[config.mk]
export PLATFORM = sky130hd
export DESIGN_NAME = strec_filter
export DESIGN_NICKNAME = d
export VERILOG_FILES = /design/src/hdl/strec_pkg.sv /design/src/hdl/strec_filter.sv
export SDC_FILE = /design/constraint.sdc
export NUM_CORES = 1
export LEC_CHECK = 0
export ABC_AREA = 1
export BUFFER_PORTS_ARGS = -buffer_cell sky130_fd_sc_hd__clkbuf_2
export CAP_MARGIN = 20
export CORE_ASPECT_RATIO = 0.6
export CORE_MARGIN = 3
export CORE_UTILIZATION = 56
export CTS_CLUSTER_DIAMETER = 120
export CTS_CLUSTER_SIZE = 30
export DETAILED_ROUTE_END_ITERATION = 8
export PLACE_DENSITY = 0.72
export SYNTH_ARGS = -nofsm -noshare
export SYNTH_HDL_FRONTEND = slang
export SYNTH_SLANG_ARGS = --single-unit
[constraint.sdc]
create_clock -name clk -period 2.8 [get_ports clk]
set_input_delay 0.28 -clock clk [delete_from_list [all_inputs] [get_ports clk]]
set_output_delay 0.28 -clock clk [all_outputs]
set_load 0.1 [all_outputs]
[src/hdl/strec_pkg.sv]
// Shared types, constants and the control program of the trace recorder.
// No dependencies; every other file imports this package.
package strec_pkg;

  localparam int RING_WORDS_DEF     = 512;
  localparam int FILTER_ENTRIES_DEF = 16;

  localparam logic [7:0]  SKIPPED_CALL = 8'd38;
  localparam logic [63:0] END_WORD     = '1;

  localparam logic [1:0] OP_EVENT = 2'd0;
  localparam logic [1:0] OP_ADD   = 2'd1;
  localparam logic [1:0] OP_REM   = 2'd2;
  localparam logic [1:0] OP_READ  = 2'd3;

  localparam logic REG_ENABLE = 1'b0;
  localparam logic REG_MODE   = 1'b1;

  localparam int STEP_W = 4;
  localparam logic [STEP_W-1:0] ST_WAIT = 4'd0;
  localparam logic [STEP_W-1:0] ST_EVT  = 4'd1;
  localparam logic [STEP_W-1:0] ST_NUM  = 4'd2;
  localparam logic [STEP_W-1:0] ST_A1   = 4'd3;
  localparam logic [STEP_W-1:0] ST_A2   = 4'd4;
  localparam logic [STEP_W-1:0] ST_A3   = 4'd5;
  localparam logic [STEP_W-1:0] ST_A4   = 4'd6;
  localparam logic [STEP_W-1:0] ST_END  = 4'd7;
  localparam logic [STEP_W-1:0] ST_ADD  = 4'd8;
  localparam logic [STEP_W-1:0] ST_REM  = 4'd9;
  localparam logic [STEP_W-1:0] ST_READ = 4'd10;
  localparam logic [STEP_W-1:0] ST_DONE = 4'd11;

  localparam logic [2:0] WS_NUM = 3'd0;
  localparam logic [2:0] WS_A1  = 3'd1;
  localparam logic [2:0] WS_A2  = 3'd2;
  localparam logic [2:0] WS_A3  = 3'd3;
  localparam logic [2:0] WS_A4  = 3'd4;
  localparam logic [2:0] WS_END = 3'd5;

  localparam logic [2:0] JK_NEXT     = 3'd0;
  localparam logic [2:0] JK_GOTO     = 3'd1;
  localparam logic [2:0] JK_DISPATCH = 3'd2;
  localparam logic [2:0] JK_SKIP     = 3'd3;
  localparam logic [2:0] JK_ARGS     = 3'd4;
  localparam logic [2:0] JK_OUT      = 3'd5;

  typedef struct packed {
    logic [1:0]  op;
    logic [7:0]  call_number;
    logic [63:0] arg_one;
    logic [63:0] arg_two;
    logic [63:0] arg_three;
    logic [63:0] arg_four;
  } strec_in_t;

  typedef struct packed {
    logic        status;
    logic [2:0]  words_stored;
    logic [63:0] word_out;
    logic        word_valid;
    logic        ring_full;
  } strec_out_t;

  typedef struct packed {
    logic              ring_wr;
    logic [2:0]        wsel;
    logic              ring_rd;
    logic              f_add;
    logic              f_rem;
    logic [2:0]        jmp;
    logic [2:0]        cmp;
    logic [STEP_W-1:0] target;
  } strec_ucw_t;

  typedef struct packed {
    logic       take;
    logic [1:0] op;
    logic       record;
    logic [2:0] nargs;
    logic       out_free;
  } strec_cond_t;

  typedef struct packed {
    logic       ring_wr;
    logic [2:0] wsel;
    logic       ring_rd;
    logic       f_add;
    logic       f_rem;
    logic       in_ready;
    logic       out_load;
  } strec_ctl_t;

  function automatic logic [2:0] arg_count(input logic [7:0] num);
    logic [2:0] n;
    n = 3'd0;
    if (num inside {8'd1, 8'd6, 8'd7, 8'd12, 8'd14, 8'd19, 8'd27, 8'd29, 8'd36})
      n = 3'd1;
    else if (num inside {8'd4, 8'd8, 8'd9, 8'd17, 8'd28, 8'd37, 8'd40})
      n = 3'd2;
    else if (num inside {8'd5, 8'd18, 8'd24, 8'd25, 8'd30, 8'd39, 8'd41})
      n = 3'd3;
    else if (num inside {8'd16, 8'd23, 8'd35})
      n = 3'd4;
    return n;
  endfunction

  function automatic strec_ucw_t ucode(input logic [STEP_W-1:0] step);
    strec_ucw_t w;
    w = '0;
    case (step)
      ST_WAIT: w.jmp = JK_DISPATCH;
      ST_EVT: begin
        w.jmp = JK_SKIP; w.target = ST_DONE;
      end
      ST_NUM: begin
        w.ring_wr = 1'b1; w.wsel = WS_NUM;
        w.jmp = JK_ARGS; w.cmp = 3'd0; w.target = ST_END;
      end
      ST_A1: begin
        w.ring_wr = 1'b1; w.wsel = WS_A1;
        w.jmp = JK_ARGS; w.cmp = 3'd1; w.target = ST_END;
      end
      ST_A2: begin
        w.ring_wr = 1'b1; w.wsel = WS_A2;
        w.jmp = JK_ARGS; w.cmp = 3'd2; w.target = ST_END;
      end
      ST_A3: begin
        w.ring_wr = 1'b1; w.wsel = WS_A3;
        w.jmp = JK_ARGS; w.cmp = 3'd3; w.target = ST_END;
      end
      ST_A4: begin
        w.ring_wr = 1'b1; w.wsel = WS_A4; w.jmp = JK_NEXT;
      end
      ST_END: begin
        w.ring_wr = 1'b1; w.wsel = WS_END;
        w.jmp = JK_GOTO; w.target = ST_DONE;
      end
      ST_ADD: begin
        w.f_add = 1'b1; w.jmp = JK_GOTO; w.target = ST_DONE;
      end
      ST_REM: begin
        w.f_rem = 1'b1; w.jmp = JK_GOTO; w.target = ST_DONE;
      end
      ST_READ: begin
        w.ring_rd = 1'b1; w.jmp = JK_GOTO; w.target = ST_DONE;
      end
      ST_DONE: begin
        w.jmp = JK_OUT; w.target = ST_WAIT;
      end
      default: begin
        w.jmp = JK_GOTO; w.target = ST_WAIT;
      end
    endcase
    return w;
  endfunction

  function automatic logic [STEP_W-1:0] dispatch(input logic [1:0] op);
    logic [STEP_W-1:0] s;
    case (op)
      OP_EVENT: s = ST_EVT;
      OP_ADD:   s = ST_ADD;
      OP_REM:   s = ST_REM;
      OP_READ:  s = ST_READ;
      default:  s = ST_WAIT;
    endcase
    return s;
  endfunction

endpackage

[src/hdl/strec_filter.sv]
// Filter set of call numbers: match, add into lowest free slot, remove.
// Depends on strec_pkg.
module strec_filter
  import strec_pkg::*;
#(
  parameter int FILTER_ENTRIES = FILTER_ENTRIES_DEF
) (
  input  logic       clk,
  input  logic       rst_n,
  input  logic [7:0] num,
  input  logic       add,
  input  logic       rem,
  output logic       hit,
  output logic       reject
);

  localparam int FIDX_W = (FILTER_ENTRIES > 1) ? $clog2(FILTER_ENTRIES) : 1;

  logic [7:0]                ids_r [FILTER_ENTRIES];
  logic [FILTER_ENTRIES-1:0] vld_r, vld_nxt;
  logic [FILTER_ENTRIES-1:0] hit_vec;
  logic [FIDX_W-1:0]         free_idx;
  logic                      any_free;

  always_comb begin
    for (int i = 0; i < FILTER_ENTRIES; i++) begin
      hit_vec[i] = vld_r[i] && (ids_r[i] == num);
    end
  end

  always_comb begin
    free_idx = '0;
    any_free = 1'b0;
    for (int i = FILTER_ENTRIES - 1; i >= 0; i--) begin
      if (!vld_r[i]) begin
        free_idx = FIDX_W'(i);
        any_free = 1'b1;
      end
    end
  end

  assign hit    = |hit_vec;
  assign reject = add ? (hit || !any_free) : !hit;

  always_comb begin
    vld_nxt = vld_r;
    if (add && !hit && any_free) vld_nxt[free_idx] = 1'b1;
    if (rem) vld_nxt = vld_r & ~hit_vec;
  end

  always_ff @(posedge clk) begin
    if (!rst_n) begin
      vld_r <= '0;
    end else begin
      vld_r <= vld_nxt;
    end
  end

  always_ff @(posedge clk) begin
    if (add && !hit && any_free) ids_r[free_idx] <= num;
  end

endmodule
==> results.yml <==
synth:
  synth_area_leader_cell: "edfxtp_1"
  synth-simple-area-share_pct: 16.7
  synthMuxAreaShare_pct: 0
  synth_nets: 616
  synth-xor-area-share_pct: 14.8
  synthAdderAreaFrac_pct: 0
  synth_compound_area_share_pct: 2.77
  synth_top_area_share_pct: 56.3
  synth_top_family_by_area: "simple AND/OR/NAND/NOR gates"
  async_reset_ff_share_pct: 0
  ys_warn_count: 0
  yosysUniqueCellTypes: 32
  ys_ff_latch: 144
  yosysSeqAreaShare_pct: 61.0
  avgSynthCellArea_um2: 11.3
  netlist_area_um2: 6830
  yosys-top-cells-area: "edfxtp_1 (56%), xnor2_1 (13%), nand2_1 (5.8%)"
  synth_ff_type: "edfxtp_1"
  netlist_instances: 604
  yosysMostFrequentCell: "edfxtp_1"
  synth_common_cells: "edfxtp_1 (128), nand2_1 (106), xnor2_1 (104), nor2_1 (78), inv_1 (28)"
  synth_edf_count: 128
critical_path:
  crit_path_end_kind: "output pin"
  cp_common_cell: "nand2_1"
  crit_arrival_ps: 2350
  cp-startpoint: "ids_r[10][1]"
  critPathKind: "reg2out"
  cp_slowest_stage_delay_ps: 380
  path_max_fanout: 9
  cp_slowest_cell: "edfxtp_1"
  crit_chain: "or2_2, a21oi_1, nand4_1, nand2_1, nor2_1, nand2_1, nor2_4, nand2_4, inv_4, a21oi_4, buf_12"
  r2r_start: "vld_r[15]"
  start_kind: "flop"
  crit_required_ps: 2520
drt:
  drt_wl_total_um: 14100
  drtIter0Drc: 432
  vias: 4315
  wl_per_cell_um: 17.3
  ant_nets: 0
  drt_first_pass_iters: 6
  post-route-drc-count: 0
  vias_per_cell: 5.28
place:
  place_inst: 785
  dp_hpwl_um: 9060
  port_buffers: 13
  pre_cts_ws_ps: 83.4
  gp_congestion: 0.920
final_layout:
  syn2layout_area_growth_pct: 15.4
  layout.cells.non_filler: 817
  postLayoutCoreUtil_pct: 67.9
  drive_gt1_share_pct: 14.2
  finalNetCount: 656
  num_antenna_cells: 0
floorplanning:
  placementRows: 30
  die_area_um2: 13600
  core_region_area_um2: 11600
  die_w_um: 149
  start_util_pct: 58.8
  boundaryPins: 14
  die_h_um: 91.5
timing:
  clock.fmax_mhz: 381
  tightestPinTransition_ps: 596
  tns_ps: 0
  grt_setup_unrepaired: "no"
  finClkSkew_ps: 5.76
  finalCriticalPeriod_ps: 2630
  relSlewSlack_pct: 60.1
  fin_ws_ps: 172
  drv_slew: 0
  setup_violations: 0
  hold_violations: 0
  min_period_over_period_pct: 93.8
run_status:
  status: "completed"
global_route:
  grt_pass1_vias: 4328
  grt_pass1_wl_um: 22900
  grt-ovfl-total: 0
  antenna_found_initial: 0
  grt_usage_pct: 22.1
  grt_max_degree: 34
worst_hold_path:
  hold_class: "in2reg"
  min_from: "rst_n"
clock_tree:
  path_clk_slew_ps: 60
  cts_made_buffers: 17
  postCtsSetupRepairBufs: 0
  cts-root-buf: "clkbuf_16"
  cts_num_sinks: 144
  htreeDepth: 4
  cts-resized-gates: 0
  clk_path_buf_depth: 2
  hold_buffers: 0
  insertion_delay_ps: 410
  tritoncts: "built"
run:
  drv_cap: 0
power_and_ir_drop:
  irDropWorstVdd_uv: 466
  power.density_nw_per_um2: 640
  p_leak_nw: 2.71
[cell families (layout without fill, tap and decap cells)]
kind of cell,Yosys count,count (layout)
xor+xnor,115,115
buf+inv,53,106
simple gates,257,257
compound gates,35,35
flops,144,144
[where the power goes]
| group | switching, W | internal [W] | leakage (nW) |
|---|---|---|---|
| clock network | 0.000858 | 0.00150 | 0.292 |
| logic | 0.000197 | 0.000123 | 1.14 |
| registers | 0.00000977 | 0.00235 | 1.29 |
| total | 0.00106 | 0.00398 | 2.71 |
[registers in the layout, summed over array words and instances (netlist names)]
| signal | count |
|---|---|
| ids_r | 128 |
| vld_r | 16 |
[cell type report]
class / count / area, µm²
multi-input combinational: 407 / 2350
fill: 841 / 3720
sequential: 144 / 4160
clock buffer: 20 / 437
inverter: 32 / 123
tap: 160 / 200
clock inverter: 12 / 183
timing repair buffer: 42 / 417
[layer usage]
metal | vias up | global-route usage [%] | part of all wire (%)
met5 | - | 0 | 0
met4 | 0 | 6.53 | 1.3
met3 | 24 | 4.84 | 5.4
met2 | 132 | 32.8 | 44
met1 | 2045 | 32.8 | 49
li1 | 2114 | - | -
[cell usage in the layout, fill, tap and decap left out, drive strengths merged]
cell type  count
buf           31
nand2        110
xor2          11
xnor2        104
inv           34
nor4           1
a21oi         20
nand3         27
o21ai          9
a31oi          1
edfxtp       128
clkinvlp       3
or2            4
nand4         24
nor3           3
dfxtp         16
o21bai         1
a21boi         4
clkbuf        31
bufinv         4
clkinv         3
nor2          88
[worst paths after layout]
kind | endpoint | slack [ps] | depth (start not counted)
max | reject | 170 | 11
min | vld_r[8] | 230 | 3
max reg2reg | ids_r[12][0] | 350 | 21
min reg2reg | vld_r[8] | 540 | 2
[worst max-delay path, delay by kind of cell, from the launching register on]
family,cells,cell delay [ps]
AOI/OAI and AO/OA,2,390
DFF,1,380
buffers and inverters,2,270
and+or+nand+nor,7,890
[per-stage QoR]
stage / cell area, µm² / total power (W) / hold slack [ps]
6_report: 7870 / 0.00504 / 226
5_1_grt: 7870 / 0.00519 / 237
4_1_cts: 7870 / 0.00507 / 204
3_5_place_dp: 7250 / 0.00272 / 526
3_3_place_gp: 7250 / 0.00271 / 506
2_1_floorplan: 6840 / 0.00262 / 379
(Power assumes the default switching activity.)
