$ cat config.mk
export PLATFORM = sky130hd
export DESIGN_NAME = strec_seq
export DESIGN_NICKNAME = d
export VERILOG_FILES = /design/src/hdl/strec_pkg.sv /design/src/hdl/strec_seq.sv
export SDC_FILE = /design/constraint.sdc
export NUM_CORES = 1
export LEC_CHECK = 0
export ABC_AREA = 1
export BUFFER_PORTS_ARGS = -buffer_cell sky130_fd_sc_hd__buf_4
export CORE_MARGIN = 2
export CORE_UTILIZATION = 53
export DETAILED_ROUTE_END_ITERATION = 16
export PLACE_DENSITY = 0.79
export SLEW_MARGIN = 20
export SYNTH_ARGS = -nofsm -noshare
export SYNTH_HDL_FRONTEND = slang
export SYNTH_SLANG_ARGS = --single-unit
export TNS_END_PERCENT = 50
$ cat constraint.sdc
create_clock -name clk -period 2.8 [get_ports clk]
set_input_delay 0.28 -clock clk [delete_from_list [all_inputs] [get_ports clk]]
set_output_delay 0.28 -clock clk [all_outputs]
set_load 0.01 [all_outputs]
$ cat src/hdl/strec_pkg.sv
// Shared types, constants and the control program of the trace recorder.
// No dependencies; every other file imports this package.
package strec_pkg;

  localparam int RING_WORDS_DEF     = 512;
  localparam int FILTER_ENTRIES_DEF = 16;

  localparam logic [7:0]  SKIPPED_CALL = 8'd38;
  localparam logic [63:0] END_WORD     = '1;

  localparam logic [1:0] OP_EVENT = 2'd0;
  localparam logic [1:0] OP_ADD   = 2'd1;
  localparam logic [1:0] OP_REM   = 2'd2;
  localparam logic [1:0] OP_READ  = 2'd3;

  localparam logic REG_ENABLE = 1'b0;
  localparam logic REG_MODE   = 1'b1;

  localparam int STEP_W = 4;
  localparam logic [STEP_W-1:0] ST_WAIT = 4'd0;
  localparam logic [STEP_W-1:0] ST_EVT  = 4'd1;
  localparam logic [STEP_W-1:0] ST_NUM  = 4'd2;
  localparam logic [STEP_W-1:0] ST_A1   = 4'd3;
  localparam logic [STEP_W-1:0] ST_A2   = 4'd4;
  localparam logic [STEP_W-1:0] ST_A3   = 4'd5;
  localparam logic [STEP_W-1:0] ST_A4   = 4'd6;
  localparam logic [STEP_W-1:0] ST_END  = 4'd7;
  localparam logic [STEP_W-1:0] ST_ADD  = 4'd8;
  localparam logic [STEP_W-1:0] ST_REM  = 4'd9;
  localparam logic [STEP_W-1:0] ST_READ = 4'd10;
  localparam logic [STEP_W-1:0] ST_DONE = 4'd11;

  localparam logic [2:0] WS_NUM = 3'd0;
  localparam logic [2:0] WS_A1  = 3'd1;
  localparam logic [2:0] WS_A2  = 3'd2;
  localparam logic [2:0] WS_A3  = 3'd3;
  localparam logic [2:0] WS_A4  = 3'd4;
  localparam logic [2:0] WS_END = 3'd5;

  localparam logic [2:0] JK_NEXT     = 3'd0;
  localparam logic [2:0] JK_GOTO     = 3'd1;
  localparam logic [2:0] JK_DISPATCH = 3'd2;
  localparam logic [2:0] JK_SKIP     = 3'd3;
  localparam logic [2:0] JK_ARGS     = 3'd4;
  localparam logic [2:0] JK_OUT      = 3'd5;

  typedef struct packed {
    logic [1:0]  op;
    logic [7:0]  call_number;
    logic [63:0] arg_one;
    logic [63:0] arg_two;
    logic [63:0] arg_three;
    logic [63:0] arg_four;
  } strec_in_t;

  typedef struct packed {
    logic        status;
    logic [2:0]  words_stored;
    logic [63:0] word_out;
    logic        word_valid;
    logic        ring_full;
  } strec_out_t;

  typedef struct packed {
    logic              ring_wr;
    logic [2:0]        wsel;
    logic              ring_rd;
    logic              f_add;
    logic              f_rem;
    logic [2:0]        jmp;
    logic [2:0]        cmp;
    logic [STEP_W-1:0] target;
  } strec_ucw_t;

  typedef struct packed {
    logic       take;
    logic [1:0] op;
    logic       record;
    logic [2:0] nargs;
    logic       out_free;
  } strec_cond_t;

  typedef struct packed {
    logic       ring_wr;
    logic [2:0] wsel;
    logic       ring_rd;
    logic       f_add;
    logic       f_rem;
    logic       in_ready;
    logic       out_load;
  } strec_ctl_t;

  function automatic logic [2:0] arg_count(input logic [7:0] num);
    logic [2:0] n;
    n = 3'd0;
    if (num inside {8'd1, 8'd6, 8'd7, 8'd12, 8'd14, 8'd19, 8'd27, 8'd29, 8'd36})
      n = 3'd1;
    else if (num inside {8'd4, 8'd8, 8'd9, 8'd17, 8'd28, 8'd37, 8'd40})
      n = 3'd2;
    else if (num inside {8'd5, 8'd18, 8'd24, 8'd25, 8'd30, 8'd39, 8'd41})
      n = 3'd3;
    else if (num inside {8'd16, 8'd23, 8'd35})
      n = 3'd4;
    return n;
  endfunction

  function automatic strec_ucw_t ucode(input logic [STEP_W-1:0] step);
    strec_ucw_t w;
    w = '0;
    case (step)
      ST_WAIT: w.jmp = JK_DISPATCH;
      ST_EVT: begin
        w.jmp = JK_SKIP; w.target = ST_DONE;
      end
      ST_NUM: begin
        w.ring_wr = 1'b1; w.wsel = WS_NUM;
        w.jmp = JK_ARGS; w.cmp = 3'd0; w.target = ST_END;
      end
      ST_A1: begin
        w.ring_wr = 1'b1; w.wsel = WS_A1;
        w.jmp = JK_ARGS; w.cmp = 3'd1; w.target = ST_END;
      end
      ST_A2: begin
        w.ring_wr = 1'b1; w.wsel = WS_A2;
        w.jmp = JK_ARGS; w.cmp = 3'd2; w.target = ST_END;
      end
      ST_A3: begin
        w.ring_wr = 1'b1; w.wsel = WS_A3;
        w.jmp = JK_ARGS; w.cmp = 3'd3; w.target = ST_END;
      end
      ST_A4: begin
        w.ring_wr = 1'b1; w.wsel = WS_A4; w.jmp = JK_NEXT;
      end
      ST_END: begin
        w.ring_wr = 1'b1; w.wsel = WS_END;
        w.jmp = JK_GOTO; w.target = ST_DONE;
      end
      ST_ADD: begin
        w.f_add = 1'b1; w.jmp = JK_GOTO; w.target = ST_DONE;
      end
      ST_REM: begin
        w.f_rem = 1'b1; w.jmp = JK_GOTO; w.target = ST_DONE;
      end
      ST_READ: begin
        w.ring_rd = 1'b1; w.jmp = JK_GOTO; w.target = ST_DONE;
      end
      ST_DONE: begin
        w.jmp = JK_OUT; w.target = ST_WAIT;
      end
      default: begin
        w.jmp = JK_GOTO; w.target = ST_WAIT;
      end
    endcase
    return w;
  endfunction

  function automatic logic [STEP_W-1:0] dispatch(input logic [1:0] op);
    logic [STEP_W-1:0] s;
    case (op)
      OP_EVENT: s = ST_EVT;
      OP_ADD:   s = ST_ADD;
      OP_REM:   s = ST_REM;
      OP_READ:  s = ST_READ;
      default:  s = ST_WAIT;
    endcase
    return s;
  endfunction

endpackage

$ cat src/hdl/strec_seq.sv
// Step counter and control store of the trace recorder.
// Depends on strec_pkg for the control program and condition types.
module strec_seq
  import strec_pkg::*;
(
  input  logic        clk,
  input  logic        rst_n,
  input  strec_cond_t cond,
  output strec_ctl_t  ctl
);

  logic [STEP_W-1:0] step_r, step_nxt;
  strec_ucw_t        cw;

  assign cw = ucode(step_r);

  always_comb begin
    ctl.ring_wr  = cw.ring_wr;
    ctl.wsel     = cw.wsel;
    ctl.ring_rd  = cw.ring_rd;
    ctl.f_add    = cw.f_add;
    ctl.f_rem    = cw.f_rem;
    ctl.in_ready = (cw.jmp == JK_DISPATCH);
    ctl.out_load = (cw.jmp == JK_OUT) && cond.out_free;
  end

  always_comb begin
    step_nxt = step_r + 1'b1;
    case (cw.jmp)
      JK_NEXT:     step_nxt = step_r + 1'b1;
      JK_GOTO:     step_nxt = cw.target;
      JK_DISPATCH: step_nxt = cond.take ? dispatch(cond.op) : step_r;
      JK_SKIP:     step_nxt = cond.record ? step_r + 1'b1 : cw.target;
      JK_ARGS:     step_nxt = (cond.nargs <= cw.cmp) ? cw.target : step_r + 1'b1;
      JK_OUT:      step_nxt = cond.out_free ? cw.target : step_r;
      default:     step_nxt = ST_WAIT;
    endcase
  end

  always_ff @(posedge clk) begin
    if (!rst_n) begin
      step_r <= ST_WAIT;
    end else begin
      step_r <= step_nxt;
    end
  end

endmodule

==> results.sh <==
export IMPL_io_buffers=18
export IMPL_initial_core_util_pct=55.6
export IMPL_drive_gt1_share_pct=39.0
export IMPL_rsz0062_at_grt="no"
export IMPL_r2r_slack_ps=630
export IMPL_p_comb_share_pct=82.5
export IMPL_fp_dieW_um=43.3
export IMPL_synth_fp_nets=143
export IMPL_antenna_cells=0
export IMPL_switchingPower_w=0.000588
export IMPL_cts_clk_slew_worst_paths_ps=40
export IMPL_drc_errors=0
export IMPL_hold_path_class="input port to flop"
export IMPL_fp_dieH_um=43.3
export IMPL_clock_latency_ps=240
export IMPL_htreeDepth=1
export IMPL_path_class="flop to flop"
export IMPL_vias=832
export IMPL_ir_worst_vdd_mv=0.712
export IMPL_post_drt_wl_per_cell_um=10.7
export IMPL_maxCapViolations=0
export IMPL_reg_largest_list="step_r x4"
export IMPL_worst_setup_path_end_kind="flop"
export IMPL_core_area_um2=1470
export IMPL_cp_data_required_time_ps=2920
export IMPL_grt_max_degree=9
export IMPL_yosys_top_cells_count="17 x nor2_1, 16 x inv_1, 16 x nand2_1, 10 x nand2_2"
export IMPL_reg2regPathDepth=12
export IMPL_post_place_ws_ps=645
export IMPL_arrival_ps=2290
export IMPL_ant_nets=0
export IMPL_slew_headroom_pct=66.3
export IMPL_whs_path_depth=3
export IMPL_cts_resized_gates=0
export IMPL_path_buf_inv=1
export IMPL_syn_to_final_growth_pct=19.7
export IMPL_yosysMostFrequentCell="nor2_1"
export IMPL_ys_seq_area_share_pct=9.79
export IMPL_critPathMaxFanout=6
export IMPL_drtIter0Drc=7
export IMPL_largest_reg_flops=4
export IMPL_rows=14
export IMPL_synth_cells=127
export IMPL_clkPwrFrac_pct=6.9
export IMPL_seq_power_share_pct=10.6
export IMPL_min_from="rst_n"
export IMPL_skew_ps=5.49
export IMPL_timing_rr_start="step_r[0]"
export IMPL_cts_root_buffer="clkbuf_4"
export IMPL_hold_end="step_r[3]"
export IMPL_critPathTopFamily="adder cells"
export IMPL_fmaxAchievable_ghz=0.461
export IMPL_fin_util_pct=66.6
export IMPL_place_gp_congestion=0.937
export IMPL_synth_avg_cell_area_um2=6.44
export IMPL_antenna_found_initial=0
export IMPL_p_int_w=0.000447
export IMPL_pin_count=19
export IMPL_hold_viol_final=0
export IMPL_cts_setup_buffers=0
export IMPL_syn_area_um2=818
export IMPL_critical_path_slowest_cell="dfxtp_1"
export IMPL_cts_made_buffers=3
export IMPL_routed_wl_um=1730
export IMPL_placed_area_um2=957
export IMPL_status="finished clean"
export IMPL_fin_crit_ps=2170
export IMPL_gr_usage_all_layers_pct=21.2
export IMPL_top_register="step_r"
export IMPL_grt_pass1_vias=778
export IMPL_leakagePower_nw=0.514
export IMPL_dieArea_um2=1870
export IMPL_viasPerCell=5.14
export IMPL_tritoncts="yes"
export IMPL_grt_pass1_wl_um=3040
export IMPL_crit_chain="ha_1, inv_2, nand2_4, nand2_2, ha_1, nand3b_1, nand2_1, nand2_1, o211ai_1, nand3_2, nand2_2, a21oi_2"
export IMPL_dp_hpwl_um=1530
export IMPL_ys_ff_latch=4
export IMPL_tightest_slew_ps=505
export IMPL_synth_edf_count=0
export IMPL_nNetsFinal=164
export IMPL_clock_sinks=4
export IMPL_p_sw_share_pct=56.8
export IMPL_yosysWarnings=0
export IMPL_finalSetupTns_ps=0
export IMPL_setup_viol=0
export IMPL_ctsHoldBuffers=0
export IMPL_overflow=0
export IMPL_p_per_area_nw_per_um2=1060
export IMPL_synth_top_cell_by_area="dfxtp_1"
export IMPL_async_flop_share_pct=0
export IMPL_drt_first_pass_iters=4
export IMPL_fillers=153
export IMPL_fin_ws_ps=632
export IMPL_synthTopCellsByArea="dfxtp_1 9.8%, ha_1 9.2%, nand2_4 8.3%"
export IMPL_period_share_pct=77.4
export IMPL_finalInstanceArea_um2=980
export IMPL_synth_top_area_share_pct=9.79
export IMPL_synthFlopType="dfxtp_1"
export IMPL_reg2reg_to="step_r[3]"
export IMPL_drv_slew=0
export IMPL_slowest_delay_ps=410
export IMPL_synth_cell_types=26
export IMPL_startpoint_type="flop"
export IMPL_clock_path_buffers=2
power by group through the flow:
| stage | sequential (W) | combinational [W] | clock (W) |
|---|---|---|---|
| finish | 0.000110 | 0.000854 | 0.0000712 |
| global route | 0.000113 | 0.000955 | 0.0000806 |
| CTS | 0.000110 | 0.000857 | 0.0000741 |
| detailed placement | 0.000111 | 0.000854 | 0 |
| global placement | 0.000109 | 0.000849 | 0 |
| floorplan | 0.000101 | 0.000685 | 0 |
through the flow:
step | cells | total power [W] | hold WS (ps)
finish | 162 | 0.00103 | 326
global route | 162 | 0.00115 | 326
CTS | 162 | 0.00104 | 319
detailed placement | 159 | 0.000965 | 522
global placement | 159 | 0.000958 | 511
floorplan | 127 | 0.000785 | 450
cell families after synthesis:
family                     share of synthesized area, %
buffers and inverters                              13.8
AOI/OAI and AO/OA                                  8.56
xor gates and xnor gates                           2.14
DFF                                                9.79
and+or+nand+nor                                    56.6
adders and majority gates                          9.17
metal layers:
metal | wire [µm] | GRT usage, % | vias to the layer above | part of all wire [%]
li1 | - | - | 442 | -
met1 | 783 | 23.7 | 371 | 45
met2 | 872 | 38.8 | 19 | 50
met3 | 76 | 6.38 | 0 | 4.4
met4 | 0 | 4.85 | 0 | 0
met5 | 0 | 0 | - | 0
how the worst max path moves through the flow:
stage / start / endpoint / slack [ps] / cells past startpoint
after global placement: step_r[0] / step_r[3] / 690 / 12
after CTS: step_r[0] / step_r[3] / 630 / 12
after detailed placement: step_r[0] / step_r[0] / 650 / 13
final: step_r[0] / step_r[3] / 630 / 12
after floorplan: step_r[0] / step_r[3] / 870 / 12
after global routing: step_r[0] / step_r[0] / 430 / 14
worst min-delay path: stages:
cell,delay (ps)
buf_4,70
inv_1,70
a21oi_2,100
placed cells by master, fill, tap and decap left out, drive strengths merged:
| cell | count |
|---|---|
| a21oi | 5 |
| buf | 18 |
| clkbuf | 3 |
| clkinv | 3 |
| dfxtp | 4 |
| ha | 6 |
| inv | 22 |
| nand2 | 32 |
| nand3 | 10 |
| nand3b | 1 |
| nand4 | 9 |
| nor2 | 26 |
| o211ai | 1 |
| o21ai | 3 |
| o21bai | 1 |
| xor2 | 2 |
layout make-up:
| cell class | count | area [µm²] | share of cell area [%] |
|---|---|---|---|
| Inverter | 25 | 96.3 | 9.83 |
| Tap cell | 16 | 20.0 | 2.04 |
| Timing Repair Buffer | 18 | 135 | 13.8 |
| Clock buffer | 3 | 22.5 | 2.30 |
| Sequential cell | 4 | 80.1 | 8.17 |
| Multi-Input combinational cell | 96 | 626 | 63.9 |
Note: power is estimated with default switching activity, not from simulation.
